File: src/rtl/core/nmc_pkg.sv
// Shared types and constants for the normal map classifier.
// Used by nmc_accum, nmc_verdict and normal_map_classifier_unit; no dependencies.
package nmc_pkg;

    // Per-pixel sample test.
    localparam logic [7:0]  ALPHA_MAX = 8'd25;
    localparam logic [7:0]  BLUE_MIN  = 8'd102;
    localparam logic [17:0] S_MIN     = 18'd32513;
    localparam logic [17:0] S_MAX     = 18'd104040;

    // Final decision: channel means, blue floor and valid-normal fraction,
    // all rescaled to exact integer products.
    localparam int MEAN_LO   = 357;
    localparam int MEAN_HI   = 663;
    localparam int VALID_NUM = 10;
    localparam int VALID_DEN = 7;

    // Output verdict queue.
    localparam int Q_DEPTH = 8;
    localparam int Q_PTR_W = 3;
    localparam int Q_CNT_W = 4;

    // One verdict, packed so that is_normal_map is bit 0.
    typedef struct packed {
        logic no_samples;
        logic is_normal_map;
    } nmc_result_t;

endpackage

File: src/rtl/core/nmc_accum.sv
// Per-pixel sample test and running accumulators of the normal map classifier.
// Depends on nmc_pkg.
module nmc_accum
    import nmc_pkg::*;
#(
    parameter int MAX_SAMPLES = 4096,
    parameter int CNT_W       = 13,
    parameter int SUM_W       = 21
) (
    input  logic             aclk,
    input  logic             aresetn,
    input  logic             pix_valid,
    input  logic [7:0]       red,
    input  logic [7:0]       green,
    input  logic [7:0]       blue,
    input  logic [7:0]       alpha,
    input  logic             last,
    output logic             snap_valid,
    output logic [SUM_W-1:0] snap_sum_red,
    output logic [SUM_W-1:0] snap_sum_green,
    output logic [SUM_W-1:0] snap_sum_blue,
    output logic [CNT_W-1:0] snap_samples,
    output logic [CNT_W-1:0] snap_valids
);

    localparam logic [CNT_W-1:0] MAX_CNT = CNT_W'(MAX_SAMPLES);

    // |2c - 255| is always odd; its upper bits are c[6:0] or its complement.
    function automatic logic [15:0] sq_centered(input logic [7:0] c);
        logic [7:0] d;
        d = {(c[7] ? c[6:0] : ~c[6:0]), 1'b1};
        return d * d;
    endfunction

    logic [SUM_W-1:0] sum_red_reg, sum_green_reg, sum_blue_reg;
    logic [SUM_W-1:0] sum_red_next, sum_green_next, sum_blue_next;
    logic [CNT_W-1:0] samples_reg, samples_next;
    logic [CNT_W-1:0] valids_reg, valids_next;
    logic             snap_valid_reg;
    logic [SUM_W-1:0] snap_red_reg, snap_green_reg, snap_blue_reg;
    logic [CNT_W-1:0] snap_samples_reg, snap_valids_reg;
    logic             take;
    logic             good_normal;
    logic [17:0]      s_val;

    assign take  = pix_valid && (alpha > ALPHA_MAX) && (samples_reg < MAX_CNT);
    assign s_val = 18'(sq_centered(red)) + 18'(sq_centered(green))
                 + 18'(sq_centered(blue));
    assign good_normal = (s_val >= S_MIN) && (s_val <= S_MAX) && (blue > BLUE_MIN);

    always_comb begin
        sum_red_next   = sum_red_reg;
        sum_green_next = sum_green_reg;
        sum_blue_next  = sum_blue_reg;
        samples_next   = samples_reg;
        valids_next    = valids_reg;
        if (take) begin
            sum_red_next   = sum_red_reg   + SUM_W'(red);
            sum_green_next = sum_green_reg + SUM_W'(green);
            sum_blue_next  = sum_blue_reg  + SUM_W'(blue);
            samples_next   = samples_reg + 1'b1;
            if (good_normal) begin
                valids_next = valids_reg + 1'b1;
            end
        end
    end

    always_ff @(posedge aclk) begin
        if (!aresetn) begin
            sum_red_reg    <= '0;
            sum_green_reg  <= '0;
            sum_blue_reg   <= '0;
            samples_reg    <= '0;
            valids_reg     <= '0;
            snap_valid_reg <= 1'b0;
        end else begin
            snap_valid_reg <= pix_valid && last;
            if (pix_valid && last) begin
                sum_red_reg   <= '0;
                sum_green_reg <= '0;
                sum_blue_reg  <= '0;
                samples_reg   <= '0;
                valids_reg    <= '0;
            end else begin
                sum_red_reg   <= sum_red_next;
                sum_green_reg <= sum_green_next;
                sum_blue_reg  <= sum_blue_next;
                samples_reg   <= samples_next;
                valids_reg    <= valids_next;
            end
        end
    end

    // Totals of a finished image, including its last pixel.
    always_ff @(posedge aclk) begin
        if (pix_valid && last) begin
            snap_red_reg     <= sum_red_next;
            snap_green_reg   <= sum_green_next;
            snap_blue_reg    <= sum_blue_next;
            snap_samples_reg <= samples_next;
            snap_valids_reg  <= valids_next;
        end
    end

    assign snap_valid     = snap_valid_reg;
    assign snap_sum_red   = snap_red_reg;
    assign snap_sum_green = snap_green_reg;
    assign snap_sum_blue  = snap_blue_reg;
    assign snap_samples   = snap_samples_reg;
    assign snap_valids    = snap_valids_reg;

endmodule

File: src/rtl/core/nmc_verdict.sv
// Two-stage verdict logic: scaled products, then comparisons.
// Depends on nmc_pkg.
module nmc_verdict
    import nmc_pkg::*;
#(
    parameter int CNT_W = 13,
    parameter int SUM_W = 21
) (
    input  logic             aclk,
    input  logic             aresetn,
    input  logic             grayscale,
    input  logic             snap_valid,
    input  logic [SUM_W-1:0] snap_sum_red,
    input  logic [SUM_W-1:0] snap_sum_green,
    input  logic [SUM_W-1:0] snap_sum_blue,
    input  logic [CNT_W-1:0] snap_samples,
    input  logic [CNT_W-1:0] snap_valids,
    output logic             res_valid,
    output nmc_result_t      res
);

    localparam int PROD_W = SUM_W + 2;
    localparam logic [PROD_W-1:0] K_LO  = PROD_W'(MEAN_LO);
    localparam logic [PROD_W-1:0] K_HI  = PROD_W'(MEAN_HI);
    localparam logic [PROD_W-1:0] K_NUM = PROD_W'(VALID_NUM);
    localparam logic [PROD_W-1:0] K_DEN = PROD_W'(VALID_DEN);

    logic              prod_valid_reg;
    logic [PROD_W-1:0] lo_reg, hi_reg, num_reg, den_reg;
    logic [PROD_W-1:0] q_red_reg, q_green_reg, q_blue_reg;
    logic              empty_reg;
    logic              res_valid_reg;
    nmc_result_t       res_reg;
    logic              verdict;

    always_ff @(posedge aclk) begin
        if (!aresetn) begin
            prod_valid_reg <= 1'b0;
            res_valid_reg  <= 1'b0;
        end else begin
            prod_valid_reg <= snap_valid;
            res_valid_reg  <= prod_valid_reg;
        end
    end

    always_ff @(posedge aclk) begin
        if (snap_valid) begin
            lo_reg      <= PROD_W'(snap_samples) * K_LO;
            hi_reg      <= PROD_W'(snap_samples) * K_HI;
            den_reg     <= PROD_W'(snap_samples) * K_DEN;
            num_reg     <= PROD_W'(snap_valids) * K_NUM;
            q_red_reg   <= {snap_sum_red, 2'b00};
            q_green_reg <= {snap_sum_green, 2'b00};
            q_blue_reg  <= {snap_sum_blue, 2'b00};
            empty_reg   <= (snap_samples == '0);
        end
    end

    assign verdict = !grayscale && !empty_reg
                   && (num_reg > den_reg)
                   && (q_red_reg > lo_reg) && (q_red_reg < hi_reg)
                   && (q_green_reg > lo_reg) && (q_green_reg < hi_reg)
                   && (q_blue_reg > hi_reg);

    always_ff @(posedge aclk) begin
        if (prod_valid_reg) begin
            res_reg.is_normal_map <= verdict;
            res_reg.no_samples    <= empty_reg;
        end
    end

    assign res_valid = res_valid_reg;
    assign res       = res_reg;

endmodule

File: src/rtl/core/normal_map_classifier_unit.sv
// Top level of the normal map classifier: input register, accumulators,
// verdict stages and output queue. Depends on nmc_pkg, nmc_accum and nmc_verdict.
//
// The unit takes one RGBA pixel request per clock cycle while s_tready is
// high and, for each image (a run of pixels closed by tlast), returns one
// verdict request saying whether the image looks like a tangent-space normal
// map. Pixels with alpha of 25 or below are skipped; once MAX_SAMPLES pixels
// of an image have been counted, the rest of that image is ignored. A verdict
// passes through the input register, the accumulators, the scaled products,
// the comparison register and the output queue before it appears on the
// output. Up to eight verdicts wait in a small output queue, so the input
// keeps running while results are not taken. Eight covers the round trip
// from a last pixel to the delivery of its verdict, so even one-pixel images
// stream at one request per cycle while the receiver is ready; s_tready falls
// only when eight images have been closed and their verdicts not yet
// delivered. The grayscale_source register (cfg_wr_data, written when
// cfg_wr_en is high) forces the verdict to zero and should only change while
// no image is in flight.
module normal_map_classifier_unit
    import nmc_pkg::*;
#(
    parameter int MAX_SAMPLES = 4096
) (
    input  logic        aclk,
    input  logic        aresetn,
    // Configuration: grayscale_source.
    input  logic        cfg_wr_en,
    input  logic        cfg_wr_data,
    // Pixel input.
    input  logic        s_tvalid,
    output logic        s_tready,
    input  logic [31:0] s_tdata,    // red[7:0], green[15:8], blue[23:16], alpha[31:24]
    input  logic        s_tlast,    // last_sample
    // Verdict output.
    output logic        m_tvalid,
    input  logic        m_tready,
    output logic [7:0]  m_tdata     // is_normal_map[0], no_samples[1], zero[7:2]
);

    // Counters must hold MAX_SAMPLES itself; sums hold that many 8-bit values.
    localparam int CNT_W = $clog2(MAX_SAMPLES + 1);
    localparam int SUM_W = CNT_W + 8;

    // Configuration register.
    logic grayscale_reg;

    always_ff @(posedge aclk) begin
        if (!aresetn) begin
            grayscale_reg <= 1'b0;
        end else if (cfg_wr_en) begin
            grayscale_reg <= cfg_wr_data;
        end
    end

    // Input register. Every accepted pixel moves on the next cycle, so the
    // only back pressure comes from the verdict credit count below.
    logic        s_hs;
    logic        pix_valid_reg;
    logic [7:0]  red_reg, green_reg, blue_reg, alpha_reg;
    logic        last_reg;

    assign s_hs = s_tvalid && s_tready;

    always_ff @(posedge aclk) begin
        if (!aresetn) begin
            pix_valid_reg <= 1'b0;
        end else begin
            pix_valid_reg <= s_hs;
        end
    end

    always_ff @(posedge aclk) begin
        if (s_hs) begin
            red_reg   <= s_tdata[7:0];
            green_reg <= s_tdata[15:8];
            blue_reg  <= s_tdata[23:16];
            alpha_reg <= s_tdata[31:24];
            last_reg  <= s_tlast;
        end
    end

    // Accumulators and the per-image snapshot.
    logic             snap_valid;
    logic [SUM_W-1:0] snap_sum_red, snap_sum_green, snap_sum_blue;
    logic [CNT_W-1:0] snap_samples, snap_valids;

    nmc_accum #(
        .MAX_SAMPLES (MAX_SAMPLES),
        .CNT_W       (CNT_W),
        .SUM_W       (SUM_W)
    ) u_accum (
        .aclk           (aclk),
        .aresetn        (aresetn),
        .pix_valid      (pix_valid_reg),
        .red            (red_reg),
        .green          (green_reg),
        .blue           (blue_reg),
        .alpha          (alpha_reg),
        .last           (last_reg),
        .snap_valid     (snap_valid),
        .snap_sum_red   (snap_sum_red),
        .snap_sum_green (snap_sum_green),
        .snap_sum_blue  (snap_sum_blue),
        .snap_samples   (snap_samples),
        .snap_valids    (snap_valids)
    );

    // Verdict stages.
    logic        res_valid;
    nmc_result_t res;

    nmc_verdict #(
        .CNT_W (CNT_W),
        .SUM_W (SUM_W)
    ) u_verdict (
        .aclk           (aclk),
        .aresetn        (aresetn),
        .grayscale      (grayscale_reg),
        .snap_valid     (snap_valid),
        .snap_sum_red   (snap_sum_red),
        .snap_sum_green (snap_sum_green),
        .snap_sum_blue  (snap_sum_blue),
        .snap_samples   (snap_samples),
        .snap_valids    (snap_valids),
        .res_valid      (res_valid),
        .res            (res)
    );

    // Output queue. The credit count tracks verdicts from the acceptance of
    // the last pixel until delivery, so the queue can never overflow and the
    // pipeline never has to stall.
    logic               m_hs;
    logic               last_hs;
    logic [Q_CNT_W-1:0] credit_reg, credit_next;
    logic [Q_CNT_W-1:0] q_cnt_reg, q_cnt_next;
    logic [Q_PTR_W-1:0] wr_ptr_reg, rd_ptr_reg;
    nmc_result_t        q_mem_reg [Q_DEPTH];

    assign m_hs    = m_tvalid && m_tready;
    assign last_hs = s_hs && s_tlast;

    always_comb begin
        credit_next = credit_reg;
        if (last_hs && !m_hs) begin
            credit_next = credit_reg + 1'b1;
        end else if (!last_hs && m_hs) begin
            credit_next = credit_reg - 1'b1;
        end
    end

    always_comb begin
        q_cnt_next = q_cnt_reg;
        if (res_valid && !m_hs) begin
            q_cnt_next = q_cnt_reg + 1'b1;
        end else if (!res_valid && m_hs) begin
            q_cnt_next = q_cnt_reg - 1'b1;
        end
    end

    always_ff @(posedge aclk) begin
        if (!aresetn) begin
            credit_reg <= '0;
            q_cnt_reg  <= '0;
            wr_ptr_reg <= '0;
            rd_ptr_reg <= '0;
        end else begin
            credit_reg <= credit_next;
            q_cnt_reg  <= q_cnt_next;
            if (res_valid) begin
                wr_ptr_reg <= wr_ptr_reg + 1'b1;
            end
            if (m_hs) begin
                rd_ptr_reg <= rd_ptr_reg + 1'b1;
            end
        end
    end

    always_ff @(posedge aclk) begin
        if (res_valid) begin
            q_mem_reg[wr_ptr_reg] <= res;
        end
    end

    assign s_tready = (credit_reg < Q_CNT_W'(Q_DEPTH));
    assign m_tvalid = (q_cnt_reg != '0);
    assign m_tdata  = {6'b0, q_mem_reg[rd_ptr_reg]};

endmodule

File: config.mk
export PLATFORM = sky130hd
export DESIGN_NAME = normal_map_classifier_unit
export DESIGN_NICKNAME = d
export VERILOG_FILES = /design/src/rtl/core/nmc_pkg.sv /design/src/rtl/core/nmc_accum.sv /design/src/rtl/core/nmc_verdict.sv /design/src/rtl/core/normal_map_classifier_unit.sv
export SDC_FILE = /design/constraint.sdc
export NUM_CORES = 1
export LEC_CHECK = 0
export ABC_AREA = 1
export BUFFER_PORTS_ARGS = -buffer_cell sky130_fd_sc_hd__clkbuf_2
export CAP_MARGIN = 20
export CORE_ASPECT_RATIO = 0.9
export CORE_MARGIN = 2
export CORE_UTILIZATION = 45
export DETAILED_ROUTE_END_ITERATION = 6
export PLACE_DENSITY_LB_ADDON = 0.12
export SYNTH_ARGS = -nofsm -noshare
export SYNTH_HDL_FRONTEND = slang
export SYNTH_SLANG_ARGS = --single-unit
export TNS_END_PERCENT = 30
File: constraint.sdc
create_clock -name aclk -period 12 [get_ports aclk]
set_input_delay 1.8 -clock aclk [delete_from_list [all_inputs] [get_ports aclk]]
set_output_delay 1.8 -clock aclk [all_outputs]
set_load 0.1 [all_outputs]
---- Word-level counts from Yosys, hierarchy flattened ----
Memories as Yosys holds them, arrays and structs flattened. A register that Yosys moved wholly into a read port is not among the register bits.
Index checks and enable logic that the tools add are counted.
word-level totals
  memories ................................ 1
  memory bits (writable) .................. 16
  output and inout bits ................... 10
  register bits ........................... 373
memories
  memory     depth  width  read ports  clocked after Yosys merged registers in  write ports  RTL line                           RTL
  q_mem_reg  8      2      1           1                                        1            normal_map_classifier_unit.sv:137  nmc_result_t q_mem_reg [Q_DEPTH];
operators by class
  add/subtract/negate cells ............... 13
  reductions and logical operators ........ 29
  bitwise logic cells ..................... 4
  multiply operators ...................... 7
  order comparisons ....................... 12
  muxes and demuxes ....................... 17
operators by type and width
  operator                                                                               count
  21-bit by 8-bit adder with 21-bit output                                               3
  21-bit two-way mux                                                                     3
  8-bit by 8-bit multiplier with 16-bit output                                           3
  23-bit by 22-bit greater-than comparator with 1-bit output                             2
  23-bit less-than comparator                                                            2
  13-bit two-way mux                                                                     3
  13-bit by 3-bit multiplier with 16-bit output, second input constant                   2
  13-bit by 1-bit adder with 13-bit output, second input constant                        2
  23-bit greater-than comparator                                                         1
  13-bit by 10-bit multiplier with 23-bit output, second input constant                  1
  13-bit by 9-bit multiplier with 22-bit output, second input constant                   1
  7-bit two-way mux                                                                      3
  7-bit NOT                                                                              3
  1-bit logical AND                                                                      19
  18-bit by 16-bit adder with 18-bit output                                              1
  18-bit by 15-bit greater-or-equal comparator with 1-bit output, second input constant  1
  18-bit by 17-bit less-or-equal comparator with 1-bit output, second input constant     1
  16-bit by 16-bit adder with 17-bit output                                              1
  17-bit by 16-bit greater-than comparator with 1-bit output                             1
  4-bit two-way mux                                                                      4
  13-bit logical NOT                                                                     1
  13-bit less-than comparator, second input constant                                     1
  4-bit by 1-bit adder with 4-bit output, second input constant                          2
  8-bit by 5-bit greater-than comparator with 1-bit output, second input constant        1
  other kinds (11)                                                                       20

---- Depth between registers and ports, before layout ----
  depth in word-level cells ............... 10
  mapped depth ............................ 47
  mapped depth without buffers ............ 45

---- Cells and area by module ----
Synthesis repeated with hierarchy kept, for this count alone.
second synthesis, totals
  cell total of the unflattened synthesis .. 3,298
  area total of the unflattened synthesis .. 30,120.1 um2
modules (own cells, without submodules)
  module                      times used  cells an instance  area an instance (um2)
  nmc_accum                   1           1,658              13,952.1
  nmc_verdict                 1           1,414              13,496.7
  normal_map_classifier_unit  1           226                2,671.3

---- Worst setup path before layout ----
No wires, ideal clock.
  path type ............................... flip-flop to flip-flop
  from .................................... register red_reg[7]
  to ...................................... register u_accum.snap_valids_reg[9], in the netlist u_accum.snap_valids[9] (data pin)
  setup time .............................. 0.251 ns
  arrival ................................. 9.257 ns
  clock period less this slack ............ 9.508 ns
  slack ................................... 2.492 ns
  cell stages (with the launch flop) ...... 44
  cells stage by stage .................... edfxtp_1 -> clkbuf_1 -> xor2_1 -> inv_1 -> ha_1 -> inv_1 -> fa_1 -> fa_1 -> inv_1 -> fa_1 -> fa_1 -> fa_1 -> inv_1 -> fa_1 -> inv_1 -> ha_1 -> a21oi_1 -> and2_1 -> [8 not listed] -> fa_1 -> inv_1 -> ha_1 -> nand2_2 -> inv_1 -> nand2_1 -> nand3_1 -> nand2_2 -> nand2_1 -> nand2_1 -> nand2_2 -> a21oi_1 -> nand2_1 -> nor2_4 -> buf_6 -> nand4_1 -> nand2_1 -> inv_1
between the ends
  longest elaborated chain between the ends .. 9
ends and longest elaborated chain
  item                                                                                                                                                  RTL line                          RTL
  start, declared                                                                                                                                       normal_map_classifier_unit.sv:59  logic [7:0] red_reg, green_reg, blue_reg, alpha_reg;
  start signal, assigned                                                                                                                                normal_map_classifier_unit.sv:74  red_reg <= s_tdata[7:0];
  7-bit two-way mux *                                                                                                                                   nmc_accum.sv:31                   d = {(c[7] ? c[6:0] : ~c[6:0]), 1'b1};
  8-bit by 8-bit multiplier with 16-bit output *                                                                                                        nmc_accum.sv:32                   return d * d;
  16-bit by 16-bit adder with 17-bit output *                                                                                                           nmc_accum.sv:47                   assign s_val = 18'(sq_centered(red)) + 18'(sq_centered(green))
  18-bit by 16-bit adder with 18-bit output *                                                                                                           nmc_accum.sv:48                   + 18'(sq_centered(blue));
  18-bit by 15-bit greater-or-equal comparator with 1-bit output / 18-bit by 17-bit less-or-equal comparator with 1-bit output (equally long branches)  nmc_accum.sv:49                   assign good_normal = (s_val >= S_MIN) && (s_val <= S_MAX) && (blue > BLUE_MIN);
  1-bit logical AND * (2 in series)                                                                                                                     nmc_accum.sv:49
  13-bit two-way mux *                                                                                                                                  nmc_accum.sv:62                   if (good_normal) begin
  13-bit two-way mux *                                                                                                                                  nmc_accum.sv:57                   if (take) begin
  named net u_accum.valids_next[9]                                                                                                                      nmc_accum.sv:38                   logic [CNT_W-1:0] valids_reg, valids_next;
  end signal, assigned                                                                                                                                  nmc_accum.sv:101                  snap_valids_reg <= valids_next;
  end, declared                                                                                                                                         nmc_accum.sv:41                   logic [CNT_W-1:0] snap_samples_reg, snap_valids_reg;
The timed path passes the listed nets; every way through them passes the cells marked *.
A chain may end at the register's enable or synchronous reset.

---- Worst setup path in the final report ----
  from .................................... register red_reg[7]
  to ...................................... register u_accum.snap_valids_reg[1], in the netlist u_accum.snap_valids[1] (data pin)
The elaborated chain is that of the path after synthesis.

==> flow_metrics.py <==
metrics = {
    "drt": {
        "met3_length_um": 1940,
        "met1_length_um": 31200,
        "dr_wl_met2_um": 27800,
        "drtAntennaViolNets": 0,
        "vias": 20200,
        "top_layer": "met4",
        "wl_um": 62400,
        "dr.pass1.iters": 7,
        "route.detailed.drc": 3,
        "via_per_inst": 4.99,
        "wl_per_cell_um": 15.4,
        "drt_iter0_markers": 1062,
    },
    "setup_path": {
        "startpoint": "red_reg[7]",
        "crit_type": "register to register",
        "max_stage_delay_ns": 0.58,
        "crit_path_end_kind": "register",
        "required_ns": 12.34,
        "cp_max_fo": 23,
        "critPathSlowestCell": "edfxtp_1",
        "critical_path_arrival_ns": 10.67,
        "rr_startpoint": "red_reg[7]",
        "reg2reg_slack_ns": 1.68,
        "worstSetupStartpointType": "register",
    },
    "floorplanning": {
        "die_w_um": 273,
        "die_y_um": 246,
        "row_count": 88,
        "die-area_um2": 67000,
        "fp.coreArea_um2": 64200,
        "io_pins": 49,
        "initial_utilization_pct": 45.6,
    },
    "synthesis": {
        "yosys_warnings": 0,
        "synth_edf_count": 276,
        "synthTopCellsByArea": "edfxtp_1 28%, ha_1 17%, fa_1 13%",
        "synth-async-reset-ratio_pct": 0,
        "yosysTopAreaCell": "edfxtp_1",
        "syn_inst": 3079,
        "syn_area_um2": 29200,
        "synth.distinct_cells": 52,
        "synth_flop_cell": "edfxtp_1",
        "synth-seq-area-share_pct": 35.9,
        "synth_seq_cells": 387,
        "avgSynthCellArea_um2": 9.50,
        "yosys.area.top_type_share_pct": 28.3,
    },
    "grt": {
        "grt_pass1_vias": 20500,
        "grt_max_degree": 64,
        "grt_pass1_wl_um": 104000,
        "grt.total_usage_pct": 19.4,
        "antenna_found_initial": 3,
        "globalRoute.totalOverflow": 0,
    },
    "hold_path": {
        "hold_class": "register to register",
        "min_from": "u_accum.snap_sum_blue[7]",
    },
    "cts": {
        "post_cts_buffers": 0,
        "cts_hold_buf": 0,
        "cts_max_level": 2,
        "cts-root-buf": "clkbuf_16",
        "cts.path.max_buffers": 3,
        "numClockSinks": 387,
        "cts_tree": "built",
        "clk_pin_slew_worst_paths_ns": 0.06,
        "cts_buffers": 43,
        "cts_resized": 0,
        "clkLatencyLatePin_ns": 0.59,
    },
    "placed_design": {
        "placedCellCount": 3962,
        "io_buffers": 41,
        "placed_area_um2": 30500,
        "dp_hpwl_um": 50400,
        "gp_congestion": 0.913,
    },
    "sta": {
        "fmax_ghz": 0.0969,
        "worstMarginPinSlew_ns": 0.973,
        "final-hold-violation-count": 0,
        "finalSetupViolCount": 0,
        "slew-limit-headroom_pct": 34.9,
        "period_minus_slack_ns": 10.32,
        "fin_crit_sh_pct": 86.0,
        "rsz0062_at_grt": "false",
        "setup_tns_ns": 0,
        "hold_ws_ns": 0.411,
        "maxSlewViolCount": 0,
        "clock_skew_ns": 0.0234,
    },
    "cells_and_area": {
        "finalInstanceArea_um2": 31900,
        "syn_to_final_growth_pct": 9.19,
        "fin_cells": 4043,
        "largest_reg_flops": 23,
        "layout-drive-gt1-share_pct": 4.80,
        "layout.nets": 3788,
    },
    "flow_run": {
        "cap_violations": 0,
    },
    "run_status": {
        "status": "finished, violations left",
        "violations": "design-rule violations",
    },
}
==> metal layers <==
metal | vias up | global-route usage (%)
met1 | 9608 | 27.8
met3 | 73 | 2.27
li1 | 10200 | -
met5 | - | 0
met4 | 0 | 5.19
met2 | 283 | 31.0
==> metrics by stage <==
stage	worst slack, ns	util (%)
after floorplan	2.49	-
after global placement	1.64	47.5
after detailed placement	1.67	47.5
after CTS	1.66	49.7
after global routing	0.964	49.7
final	1.68	49.7
==> synth_stat cells (11+ instances only) <==
library cell,instances
o21ai_0,99
clkbuf_1,18
xor2_1,121
nand4_1,49
nor2_1,262
o211ai_1,14
nand3_1,89
and2_1,13
nor4_1,12
xnor2_1,30
a21oi_1,186
inv_1,627
ha_1,402
dfxtp_1,111
nor3_1,37
a31oi_1,11
o21bai_1,11
fa_1,195
nand2_1,414
edfxtp_1,276
==> layout by cell type (no fill, tap or decap), drive strengths merged, types with 14 or more instances in the layout <==
master  count
nor3       37
o21ai     104
o211ai     14
clkbuf     95
nand4      50
nand3      93
edfxtp    276
fa        195
xnor2      30
dfxtp     111
inv       630
clkinv     19
nand2     422
a21oi     186
ha        402
nor2      267
xor2      121
==> layout make-up <==
type                            count  area (um^2)
Sequential cell                   387        10500
Timing Repair Buffer               54          303
Tap cell                          855         1070
Multi-Input combinational cell   2038        16200
Clock inverter                     26          285
Fill cell                        5965        32300
Inverter                          628         2360
Clock buffer                       54         1160
Antenna cell                        1         2.50
==> logic make-up after synthesis <==
logic type	Yosys count	synth area share, %
fa+ha+maj	597	30.5
simple gates	919	13.5
buf+inv	660	8.62
compound gates	363	6.85
mux	1	0.0342
xor+xnor	151	4.52
other cells	1	0.0128
flops	387	35.9
==> path summary, 6_finish.rpt <==
kind / depth (start not counted) / endpoint
setup reg to reg: 42 / u_accum.snap_valids[1]
setup / recovery: 42 / u_accum.snap_valids[1]
hold / removal: 0 / u_verdict.q_blue_reg[9]
hold reg to reg: 0 / u_verdict.q_blue_reg[9]
==> critical path, delay by kind of cell (launching register included) <==
kind	cells	cell delay (ns)
compound gates	1	0.15
xor+xnor	2	0.67
fa+ha+maj	13	5.97
buf+inv	10	0.72
flops	1	0.58
simple gates	16	1.97
Power is left out: the tool's default activity adds up to more than one toggle a clock period on the data nets, which glitch-free logic cannot reach.
